File: src/hdl/tdp_pkg.sv
// ----------------------------------------------------------------------------
// tdp_pkg
// shared constants for the trial division prime test core
// ----------------------------------------------------------------------------
package tdp_pkg;

    // default operand width
    localparam int DATA_WIDTH_DEF = 32;

    // first trial divisor; after it only odd divisors are tried
    localparam int FIRST_DIVISOR = 2;

endpackage

File: src/hdl/tdp_serial_div.sv
// ----------------------------------------------------------------------------
// tdp_serial_div
// bit-serial restoring divider, one quotient bit per cycle
// ----------------------------------------------------------------------------
module tdp_serial_div #(
    parameter int WIDTH = tdp_pkg::DATA_WIDTH_DEF
) (
    input  logic             aclk,
    input  logic             aresetn,
    input  logic             start,
    input  logic [WIDTH-1:0] dividend,
    input  logic [WIDTH-1:0] divisor,
    output logic             done,
    output logic [WIDTH-1:0] quotient,
    output logic [WIDTH-1:0] remainder
);

    localparam int CNT_W = $clog2(WIDTH + 1);

    logic [WIDTH-1:0] quo_reg, quo_next;
    logic [WIDTH-1:0] rem_reg, rem_next;
    logic [WIDTH-1:0] den_reg, den_next;
    logic [CNT_W-1:0] cnt_reg, cnt_next;
    logic             run_reg, run_next;
    logic             done_reg, done_next;

    logic [WIDTH:0]   shifted;
    logic [WIDTH:0]   diff;
    logic             fits;

    // one restoring step: bring down the next dividend bit and try a subtract
    assign shifted = {rem_reg, quo_reg[WIDTH-1]};
    assign diff    = shifted - {1'b0, den_reg};
    assign fits    = ~diff[WIDTH];

    always_comb begin
        quo_next  = quo_reg;
        rem_next  = rem_reg;
        den_next  = den_reg;
        cnt_next  = cnt_reg;
        run_next  = run_reg;
        done_next = 1'b0;
        if (start) begin
            quo_next = dividend;
            rem_next = '0;
            den_next = divisor;
            cnt_next = CNT_W'(WIDTH);
            run_next = 1'b1;
        end else if (run_reg) begin
            quo_next = {quo_reg[WIDTH-2:0], fits};
            rem_next = fits ? diff[WIDTH-1:0] : shifted[WIDTH-1:0];
            cnt_next = cnt_reg - CNT_W'(1);
            if (cnt_reg == CNT_W'(1)) begin
                run_next  = 1'b0;
                done_next = 1'b1;
            end
        end
    end

    always_ff @(posedge aclk) begin
        if (!aresetn) begin
            cnt_reg  <= '0;
            run_reg  <= 1'b0;
            done_reg <= 1'b0;
        end else begin
            cnt_reg  <= cnt_next;
            run_reg  <= run_next;
            done_reg <= done_next;
        end
    end

    always_ff @(posedge aclk) begin
        quo_reg <= quo_next;
        rem_reg <= rem_next;
        den_reg <= den_next;
    end

    assign done      = done_reg;
    assign quotient  = quo_reg;
    assign remainder = rem_reg;

endmodule

File: src/hdl/trial_division_prime_test_core.sv
// sequence: negatives, zero and one go straight to the finish state; otherwise each trial
// divisor takes a launch, DATA_WIDTH serial divide steps in the bit-serial divider and a
// check, and the finish state posts the result once the output slot is free
// throughput: one value at a time; the worst case, a prime near 2^31, is about
// 23000 divisors at DATA_WIDTH = 32
// reset: synchronous active-low aresetn clears the sequencer and the output valid
// ----------------------------------------------------------------------------
// trial_division_prime_test_core
// tests one signed value for primality by trial division, one divisor at a time
// ----------------------------------------------------------------------------
module trial_division_prime_test_core #(
    parameter int DATA_WIDTH = tdp_pkg::DATA_WIDTH_DEF
) (
    input  logic                         aclk,
    input  logic                         aresetn,
    input  logic                         s_valid,
    output logic                         s_ready,
    input  logic signed [DATA_WIDTH-1:0] s_value,
    output logic                         m_valid,
    input  logic                         m_ready,
    output logic                         m_is_prime
);

    import tdp_pkg::*;

    localparam logic [1:0] ST_IDLE   = 2'd0;
    localparam logic [1:0] ST_LAUNCH = 2'd1;
    localparam logic [1:0] ST_WAIT   = 2'd2;
    localparam logic [1:0] ST_FINISH = 2'd3;

    logic [1:0]            state_reg, state_next;
    logic [DATA_WIDTH-1:0] value_reg, value_next;
    logic [DATA_WIDTH-1:0] div_reg, div_next;
    logic                  res_reg, res_next;
    logic                  m_valid_reg, m_valid_next;
    logic                  m_is_prime_reg, m_is_prime_next;

    logic                  div_done;
    logic [DATA_WIDTH-1:0] div_quo;
    logic [DATA_WIDTH-1:0] div_rem;
    logic [DATA_WIDTH-1:0] in_bits;

    assign in_bits = $unsigned(s_value);
    assign s_ready = (state_reg == ST_IDLE);

    tdp_serial_div #(
        .WIDTH (DATA_WIDTH)
    ) u_div (
        .aclk      (aclk),
        .aresetn   (aresetn),
        .start     (state_reg == ST_LAUNCH),
        .dividend  (value_reg),
        .divisor   (div_reg),
        .done      (div_done),
        .quotient  (div_quo),
        .remainder (div_rem)
    );

    always_comb begin
        state_next      = state_reg;
        value_next      = value_reg;
        div_next        = div_reg;
        res_next        = res_reg;
        m_valid_next    = m_valid_reg;
        m_is_prime_next = m_is_prime_reg;

        if (m_valid_reg && m_ready) begin
            m_valid_next = 1'b0;
        end

        case (state_reg)
            ST_IDLE: begin
                if (s_valid) begin
                    value_next = in_bits;
                    div_next   = DATA_WIDTH'(FIRST_DIVISOR);
                    // negatives, zero and one are never prime
                    if (in_bits[DATA_WIDTH-1] || (in_bits < DATA_WIDTH'(2))) begin
                        res_next   = 1'b0;
                        state_next = ST_FINISH;
                    end else begin
                        state_next = ST_LAUNCH;
                    end
                end
            end
            ST_LAUNCH: begin
                state_next = ST_WAIT;
            end
            ST_WAIT: begin
                if (div_done) begin
                    // divisor past the square root once it exceeds the quotient
                    if (div_reg > div_quo) begin
                        res_next   = 1'b1;
                        state_next = ST_FINISH;
                    end else if (div_rem == '0) begin
                        res_next   = 1'b0;
                        state_next = ST_FINISH;
                    end else begin
                        div_next   = (div_reg == DATA_WIDTH'(FIRST_DIVISOR)) ?
                                     DATA_WIDTH'(3) : div_reg + DATA_WIDTH'(2);
                        state_next = ST_LAUNCH;
                    end
                end
            end
            ST_FINISH: begin
                if (!m_valid_reg || m_ready) begin
                    m_valid_next    = 1'b1;
                    m_is_prime_next = res_reg;
                    state_next      = ST_IDLE;
                end
            end
            default: begin
                state_next = ST_IDLE;
            end
        endcase
    end

    always_ff @(posedge aclk) begin
        if (!aresetn) begin
            state_reg   <= ST_IDLE;
            m_valid_reg <= 1'b0;
        end else begin
            state_reg   <= state_next;
            m_valid_reg <= m_valid_next;
        end
    end

    always_ff @(posedge aclk) begin
        value_reg      <= value_next;
        div_reg        <= div_next;
        res_reg        <= res_next;
        m_is_prime_reg <= m_is_prime_next;
    end

    assign m_valid    = m_valid_reg;
    assign m_is_prime = m_is_prime_reg;

endmodule

File: config.mk
export PLATFORM = sky130hd
export DESIGN_NAME = trial_division_prime_test_core
export DESIGN_NICKNAME = d
export VERILOG_FILES = /design/src/hdl/tdp_pkg.sv /design/src/hdl/tdp_serial_div.sv /design/src/hdl/trial_division_prime_test_core.sv
export SDC_FILE = /design/constraint.sdc
export NUM_CORES = 1
export LEC_CHECK = 0
export ABC_AREA = 1
export BUFFER_PORTS_ARGS = -buffer_cell sky130_fd_sc_hd__buf_2
export CAP_MARGIN = 10
export CORE_ASPECT_RATIO = 1.5
export CORE_MARGIN = 2
export CORE_UTILIZATION = 37
export DETAILED_ROUTE_END_ITERATION = 8
export GPL_TIMING_DRIVEN = 0
export PLACE_DENSITY = 0.51
export SLEW_MARGIN = 20
export SYNTH_ARGS = -nofsm -noshare
export SYNTH_HDL_FRONTEND = slang
export SYNTH_SLANG_ARGS = --single-unit
export TNS_END_PERCENT = 1
File: constraint.sdc
create_clock -name aclk -period 4.69 [get_ports aclk]
set_clock_uncertainty 0.15 [all_clocks]
set_input_delay 0.2345 -clock aclk [delete_from_list [all_inputs] [get_ports aclk]]
set_output_delay 0.2345 -clock aclk [all_outputs]
set_load 0.02 [all_outputs]
; ---- Yosys cells after proc, flatten, opt, wreduce, memory -nomap -nowiden
; Cells that the tools add are included.
[op_classes]
add_sub_neg = 3
n_lt_le_gt_ge = 2
eq_ne = 12
muxes = 31
bitwise = 3
n_reduce_logical = 15
[ops]
columns = cell, n
row1 = $mux 32, 8
row2 = $pmux 32 s2, 1
row3 = $sub 33x32->33, 1
row4 = $add 32x2->32 const B, 1
row5 = $eq 32x2->1 const B, 1
row6 = $gt 32x32->1, 1
row7 = $logic_not 32->1, 1
row8 = $lt 32x2->1 const B, 1
row9 = $mux 1, 12
row10 = $mux 2, 6
row11 = $mux 6, 2
row12 = $reduce_and 5->1, 2
row13 = $ne 2x2->1 const B, 4
row14 = $pmux 2 s4, 1
row15 = $eq 6x1->1 const B, 1
row16 = $sub 6x1->6 const B, 1
row17 = $eq 2x2->1 const B, 2
row18 = $ne 2x1->1 const B, 2
row19 = $reduce_and 2->1, 2
row20 = $reduce_bool 2->1, 2
row21 = $ne 3x3->1 const B, 1
row22 = $not 1->1, 3
row23 = $reduce_and 3->1, 1
row24 = $reduce_or 3->1, 1
row25 = 7 further kinds, 8
[totals]
regBits = 173
inputBits = 36
output_inout_bits = 3
word_cells = 79

; ---- Logic depth before layout (Yosys ltp)
; Gate-level depths: netlist of the first run.
[logic_depth]
ltp_word = 6
depth_mapped = 18
depth_no_buf = 17

; ---- By module
; From an unflattened synthesis of the first run, not the netlist that was laid out.
[unflattened]
cells_unflattened = 1559
area_unflattened_um2 = 11384.7
[modules_own_cells]
columns = module, n_inst, cells_each, area_each_um2, seq_area_each_um2
row1 = tdp_serial_div, 1, 1044, 7020.5, 2722.6
row2 = trial_division_prime_test_core, 1, 515, 4364.2, 2042.0

; ---- Least setup slack after synthesis of the first run
; OpenSTA, ideal clock, no wires.
[synth_timing]
kind = register to register
startpoint = register div_reg[19]
endpoint = register div_reg[0] (enable)
arrival_ps = 2755
required_time_ps = 4119
slack_ps = 1363
stages_incl_launch_ff = 13
synth_period_minus_slack_ps = 3327
cell_sequence = edfxtp_1 > ha_1 > nand2_1 > inv_1 > nand2_1 > nand2_1 > nand2_1 > nand3_1 > a21oi_1 > nand2_1 > nand3_1 > nand2_1 > nor2_1
[synth_via]
elab_chain_len = 3
[synth_lines]
columns = item, line
row1 = "start, declared", trial_division_prime_test_core.sv:33  ; logic [DATA_WIDTH-1:0] div_reg, div_next;
row2 = "start signal, assigned", trial_division_prime_test_core.sv:129  ; div_reg <= div_next;
row3 = $gt 32x32->1, trial_division_prime_test_core.sv:91  ; if (div_reg > div_quo) begin
row4 = $ne 2x2->1 (no line), n/a
row5 = $reduce_and 5->1 (no line), n/a
; Every way passes these cells.
; A chain may end at the register's enable or synchronous reset.

; ---- Final worst setup path of the first run
[layout_timing]
startpoint = register u_div.quo_reg[31], in the netlist u_div.quotient[31]
endpoint = register u_div.quo_reg[0], in the netlist u_div.quotient[0], data pin
[layout_via]
elab_chain_len = 4
[layout_lines]
columns = item, line
row1 = "start, declared", tdp_serial_div.sv:20  ; logic [WIDTH-1:0] quo_reg, quo_next;
row2 = "start signal, assigned", tdp_serial_div.sv:73  ; quo_reg <= quo_next;
row3 = $sub 33x32->33, tdp_serial_div.sv:33  ; assign diff = shifted - {1'b0, den_reg};
row4 = $not 1->1, tdp_serial_div.sv:34  ; assign fits = ~diff[WIDTH];
row5 = $mux 32, tdp_serial_div.sv:49  ; end else if (run_reg) begin
row6 = $mux 32, tdp_serial_div.sv:43  ; if (start) begin
row7 = via u_div.quo_next[0], tdp_serial_div.sv:20
; The timed path passes the listed nets, and every way through them passes these cells. The select of a mux whose other input is x is not followed.

==> results of run 1 <==
stage by stage:
step	setup WS (ns)	util (%)	std cells	hold WS (ns)
floorplan	1.36	-	1293	0.183
global placement	0.139	39.7	1677	0.263
detailed placement	1.48	40.0	1680	0.263
CTS	1.45	43.3	1746	0.0316
global route	1.27	43.3	1746	0.0614
finish	1.43	43.3	1746	0.0522
cell usage in the layout, fill, tap and decap left out, types with 18 or more instances in the layout:
cell and n:
sky130_fd_sc_hd__nand2_1 346, sky130_fd_sc_hd__inv_1 191, sky130_fd_sc_hd__edfxtp_1 130, sky130_fd_sc_hd__nor2_1 113, sky130_fd_sc_hd__nand3_1 102, sky130_fd_sc_hd__a21oi_1 72, sky130_fd_sc_hd__ha_1 67, sky130_fd_sc_hd__o21ai_0 61
sky130_fd_sc_hd__dfxtp_1 43, sky130_fd_sc_hd__buf_2 41, sky130_fd_sc_hd__dlygate4sd3_1 34, sky130_fd_sc_hd__nor3_1 20, sky130_fd_sc_hd__nand4_1 18
power breakdown:
part / leakage [nW] / switching (mW) / internal [mW]
Sequential: 1.59 / 0.455 / 2.48
Combinational: 3.58 / 2.68 / 1.35
Clock: 0.268 / 0.621 / 0.790
Total: 5.44 / 3.75 / 4.62
cell families after synthesis:
logic type | count (synthesis) | synth area share [%]
xor+xnor | 28 | 2.36
flops | 173 | 45.8
simple gates | 655 | 27.7
buf+inv | 213 | 7.91
compound gates | 156 | 7.94
fa+ha+maj | 68 | 8.26
final cells by class:
cell class / count / area share (%)
Sequential cell: 173 / 39.6
Timing Repair Buffer: 75 / 4.91
Inverter: 192 / 5.99
Multi-Input combinational cell: 907 / 40.1
Clock inverter: 15 / 1.34
Buffer: 21 / 0.853
Tap cell: 346 / 3.60
Clock buffer: 17 / 3.54
how the worst max path moves through the flow:
stage	to	start	cells past startpoint	slack, ns
after floorplan	div_reg[0]$_SDFFCE_PN0P_	div_reg[19]$_SDFFCE_PP0P_	12	1.36
after global placement	div_reg[2]$_SDFFCE_PP0P_	div_reg[7]$_SDFFCE_PP0P_	9	0.14
after detailed placement	u_div.quotient[0]$_DFFE_PP_	u_div.quotient[31]$_DFFE_PP_	15	1.48
after CTS	u_div.quotient[0]$_DFFE_PP_	u_div.quotient[31]$_DFFE_PP_	15	1.45
after global routing	u_div.remainder[21]$_SDFFE_PP0P_	u_div.quotient[31]$_DFFE_PP_	18	1.27
final	u_div.quotient[0]$_DFFE_PP_	u_div.quotient[31]$_DFFE_PP_	15	1.43
critical path, cell delays in order (launching register included):
cell and delay [ns]:
sky130_fd_sc_hd__edfxtp_1 0.33, sky130_fd_sc_hd__inv_1 0.17, sky130_fd_sc_hd__ha_1 0.30, sky130_fd_sc_hd__fa_1 0.42
sky130_fd_sc_hd__inv_1 0.13, sky130_fd_sc_hd__nand2_1 0.09, sky130_fd_sc_hd__o21ai_2 0.27, sky130_fd_sc_hd__nand2_2 0.10
sky130_fd_sc_hd__nand2_2 0.09, sky130_fd_sc_hd__nand2_1 0.07, sky130_fd_sc_hd__nand2_2 0.14, sky130_fd_sc_hd__nand3b_4 0.13
sky130_fd_sc_hd__nand2_4 0.10, sky130_fd_sc_hd__nand2_2 0.14, sky130_fd_sc_hd__nand2_2 0.25, sky130_fd_sc_hd__o21ai_0 0.11
per-layer routing:
metal / global-route usage [%] / wire (um)
met1: 18.5 / 10100
met3: 2.90 / 582
met4: 11.5 / 1580
met2: 37.0 / 14500
met5: 0 / 0
==> impl_metrics.csv, run 1 <==
group,metric,value,unit
clock_network,postCtsSetupBuffers,0,
clock_network,clockRootBuffer,"sky130_fd_sc_hd__clkbuf_16",
critical_path,rrSetupSlack,1.43,ns
yosys,synth.top_cell.area_share,37.5,%
global_routing,grt_pass1_vias,8778,
timing,finalSetupViolCount,0,
global_routing,grt_remaining_overflow,0,
yosys,synth.yosys.seq_area_share,45.8,%
final_layout,final_cell_area,12000,sq um
global_routing,pin_count_of_the_biggest_net_entering_global_routing,33,
pwr,cellPowerDensity,696,nW/um^2
yosys,syn_inst,1293,
final_layout,multi_input_area,4830,sq um
yosys,post-synth-top-area-cell,"sky130_fd_sc_hd__edfxtp_1",
clock_network,postCtsResizedCells,0,
timing,worstMarginPinSlew,0.813,ns
placed_design,number_of_i_o_port_buffers,38,
clock_network,cts-htree-levels,4,
global_routing,antenna_found_initial,0,
clock_network,clk_pin_slew,0.07,ns
pwr,leakage,5.44,nW
routing,wirelength,26800,um
critical_path,critical_path.endpoint_type,"flop",
routing,route.vias.total,8485,
timing,final.period_utilization,69.4,%
yosys,ys_seq_elements,173,
global_routing,gr-usage-all-layers,19.0,%
final_layout,ff_latch_area,4760,sq um
floorplan,die_area,29500,sq um
yosys,synth_cell_type_count,43,
yosys,edff_count_synth,130,
clock_network,cts_tree,"built",
timing,report.final.hold_viol_count,0,
final_layout,nNetsFinal,1491,
final_layout,fillers,2862,
critical_path,critical_path.reg2reg.startpoint,"u_div.quotient[31]$_DFFE_PP_",
critical_path,crit_type,"reg -> reg",
pwr,vdd_ir_drop_max,0.000335,V
routing,antenna_left,0,
timing,remaining_max_slew_budget_at_the_tightest_pin,45.6,%
global_routing,grt_first_pass_wirelength,43300,um
critical_path,worstPathRequired,4.71,ns
clock_network,clock-sinks,173,
pwr,power.total,8.37,mW
min_path,hold_path_end,"state_reg[1]$_SDFFE_PN0P_",
final_layout,diode_insertion_count_for_antenna_repair,0,
yosys,synth_async_sr_flop_share,0,%
routing,route.detailed.wl_per_inst,15.3,um
floorplan,design.portCount,39,
final_layout,layout-area-overhead-vs-synth,15.6,%
yosys,yosysWarningCount,0,
timing,fmax,0.307,GHz
timing,maxSlewViolCount,0,
routing,detail_route.vias_per_cell,4.86,
floorplan,site_row_count,75,
clock_network,cts-buffers-inserted,17,
yosys,postSynthAreaPerCell,8.04,sq um
yosys,post_synth_instance_area,10400,sq um
outcome,run_status,"finished clean",
run,maxCapViolations,0,
min_path,hold_path_depth,5,
routing,drc_errors,0,
yosys,postSynth.topFlopCell,"sky130_fd_sc_hd__edfxtp_1",
critical_path,worst_setup_path_start_kind,"flop",
routing,drtPass1Iterations,6,
critical_path,worstPathArrival,3.27,ns
placed_design,post_dp_cell_area,11100,sq um
yosys,yosysMostFrequentCell,"sky130_fd_sc_hd__nand2_1",
yosys,yosys-top-cells-area,"sky130_fd_sc_hd__edfxtp_1 38%, sky130_fd_sc_hd__nand2_1 12%, sky130_fd_sc_hd__dfxtp_1 8.3%, sky130_fd_sc_hd__ha_1 8.1%, sky130_fd_sc_hd__inv_1 6.9%",
placed_design,place.detailed.hpwl,21500,um
final_layout,final_layout_size_suffix_gt1_share,7.50,%
timing,fin_setup_tns,0,ns
clock_network,worstSkewPairLatency,0.44,ns
critical_path,crit_path_max_fanout,8,
timing,grt_setup_unrepaired,"no",
floorplan,chipWidth,141,um
min_path,min-delay-path-class,"in -> reg",
critical_path,ff2ff_path_depth,15,
routing,number_of_drc_markers_in_iteration_0,528,
floorplan,coreArea,27800,sq um
yosys,synthTopCellsByCount,"346 x sky130_fd_sc_hd__nand2_1, 192 x sky130_fd_sc_hd__inv_1, 130 x sky130_fd_sc_hd__edfxtp_1",
clock_network,cts_buffer_depth,2,
min_path,timing.hold.worst.start,"s_valid",
floorplan,chipHeight,209,um
yosys,synthesis.nets,1397,
floorplan,initial_core_utilization,37.4,%
critical_path,reg_to_reg_endpoint,"u_div.quotient[0]$_DFFE_PP_",
clock_network,postCtsHoldBufs,34,
timing,post-route-min-period,3.26,ns
placed_design,global_placer_s_final_weighted_congestion,0.923,
(Power assumes the default switching activity.)
==> run 2: changes to the inputs <==
- clock period: 4.69 -> 3.05 ns (I/O delays scaled with it)
==> run 2 against run 1 <==
Against the previous run: via count rose by 0.84%; critical path type unchanged; register-to-register slack got worse by 1.2 ns; first-iteration DRC count fell by 1.5%; combinational power rose by 57%; wire length rose by 0.62%; worst setup slack got worse by 1.2 ns; final cell count rose by 0.23%; die area did not move; fmax rose by 14%; clock-buffer cell count did not move.
==> impl_metrics.csv, run 2 (same netlist as run 1, synthesis figures left out) <==
group,metric,value,unit
floorplan,coreArea,27800,sq um
min_path,min-delay-path-class,"reg -> reg",
pwr,leakage,5.48,nW
critical_path,critical_path.endpoint_type,"flop",
clock_network,worstSkewPairLatency,0.44,ns
global_routing,grt_remaining_overflow,0,
timing,worstMarginPinSlew,0.883,ns
final_layout,final_cell_mix,"346 x sky130_fd_sc_hd__nand2_1, 190 x sky130_fd_sc_hd__inv_1, 130 x sky130_fd_sc_hd__edfxtp_1",
final_layout,final_cell_area,12100,sq um
routing,antenna_left,0,
run,maxCapViolations,0,
final_layout,layout.cells.most_common,"sky130_fd_sc_hd__nand2_1",
global_routing,gr-usage-all-layers,18.9,%
routing,number_of_drc_markers_in_iteration_0,520,
placed_design,post_dp_cell_area,11100,sq um
routing,route.vias.total,8556,
clock_network,clock-sinks,173,
floorplan,design.portCount,39,
timing,fmax,0.350,GHz
global_routing,grt_first_pass_wirelength,42900,um
pwr,cellPowerDensity,1080,nW/um^2
routing,route.detailed.wl_per_inst,15.4,um
placed_design,placed_cells,1680,
critical_path,crit_path_max_fanout,8,
final_layout,final_layout_size_suffix_gt1_share,7.91,%
critical_path,critical-path-top-cell-by-count,"sky130_fd_sc_hd__nand2_2",
timing,grt_setup_unrepaired,"no",
placed_design,global_placer_s_final_weighted_congestion,0.920,
clock_network,cts-htree-levels,4,
routing,detail_route.vias_per_cell,4.89,
clock_network,clockRootBuffer,"sky130_fd_sc_hd__clkbuf_16",
timing,remaining_max_slew_budget_at_the_tightest_pin,40.9,%
final_layout,fillers,2771,
clock_network,cts_tree,"built",
critical_path,worstPathRequired,3.07,ns
global_routing,pin_count_of_the_biggest_net_entering_global_routing,33,
final_layout,final_cells,1750,
final_layout,nNetsFinal,1495,
floorplan,site_row_count,75,
outcome,run_status,"finished clean",
critical_path,worstPathArrival,2.88,ns
floorplan,chipHeight,209,um
timing,report.final.hold_viol_count,0,
timing,post-route-min-period,2.86,ns
critical_path,slowest_stage,"sky130_fd_sc_hd__fa_2",
final_layout,diode_insertion_count_for_antenna_repair,0,
placed_design,number_of_i_o_port_buffers,38,
clock_network,cts_buffer_depth,2,
global_routing,antenna_found_initial,0,
floorplan,initial_core_utilization,37.4,%
timing,maxSlewViolCount,0,
routing,drc_errors,0,
critical_path,critical_path.cell_chain,"inv_2 > ha_2 > fa_2 > inv_1 > nand2_1 > o21ai_4 > nand2_2 > nand2_2 > nand2_1 > nand2_2 > nand3b_4 > nand2_4 > nand2_2 > nand2_4 > o21ai_0",
critical_path,crit_type,"reg -> reg",
clock_network,clk_pin_slew,0.07,ns
pwr,vdd_ir_drop_max,0.000568,V
clock_network,cts-buffers-inserted,17,
floorplan,die_area,29500,sq um
final_layout,layout-area-overhead-vs-synth,16.4,%
routing,drtPass1Iterations,5,
critical_path,worst_setup_path_start_kind,"flop",
placed_design,place.detailed.hpwl,21500,um
floorplan,chipWidth,141,um
routing,wirelength,26900,um
global_routing,grt_pass1_vias,8727,
timing,finalSetupViolCount,0,
timing,final.period_utilization,93.8,%
critical_path,maximum_single_stage_delay_on_the_critical_path,0.35,ns
## run 2: area by class of cell
class | instances | area (sq um) | area share, %
clock inverter | 15 | 160 | 1.32
inverter | 192 | 721 | 5.95
sequential | 173 | 4760 | 39.4
tap | 346 | 433 | 3.58
timing repair buffer | 79 | 631 | 5.21
multi-input combinational | 907 | 4860 | 40.2
clock buffer | 17 | 425 | 3.51
buffer | 21 | 108 | 0.889
## run 2: power breakdown
group,switching (mW),internal (mW),total (mW)
sequential,0.700,3.81,4.51
clock,0.960,1.22,2.18
combinational,4.17,2.15,6.33
## run 2: layer usage
layer	GRT usage [%]	up-vias	wire, um
met5	0	-	0
met4	10.7	0	1310
met3	2.35	58	428
met2	37.4	129	14800
met1	18.5	3884	10400
li1	-	4485	-
## run 2: repair_timing
action                     CTS  global route
gates resized for setup      5             4
setup buffers                1             2
setup endpoints to repair   32            29
pin swaps                    1             2
hold buffers                35             0
hold endpoints to repair    47             0
## run 2: worst paths after layout
check        slack (ns)                     endpoint                    startpoint  depth (start not counted)
max                0.19  u_div.quotient[0]$_DFFE_PP_  u_div.quotient[31]$_DFFE_PP_                         15
min                0.27         m_is_prime$_DFFE_PP_         res_reg$_SDFFCE_PN0P_                          0
max reg2reg        0.19  u_div.quotient[0]$_DFFE_PP_  u_div.quotient[31]$_DFFE_PP_                         15
min reg2reg        0.27         m_is_prime$_DFFE_PP_         res_reg$_SDFFCE_PN0P_                          0
## run 2: through the flow
step | total power, mW | setup TNS, ns | setup WS (ns) | util (%) | hold WS (ns)
after floorplan | 8.77 | 0 | 0.253 | - | 0.101
after global placement | 10.6 | -42.86 | -0.684 | 39.7 | 0.181
after detailed placement | 10.8 | -3.86 | -0.180 | 40.0 | 0.181
after CTS | 13.1 | 0 | 0.00551 | 43.5 | 0.253
after global routing | 14.2 | 0 | 0.00955 | 43.6 | 0.270
final | 13.0 | 0 | 0.189 | 43.6 | 0.269
## run 2: worst max-delay path, delay by kind of cell, from the launching register on
kind	cells	cell delay, ns
AO/OA/AOI/OAI	2	0.28
flip-flops	1	0.34
buffers and inverters	2	0.20
AND/OR/NAND/NOR	9	1.04
adder cells (fa/ha/maj)	2	0.56
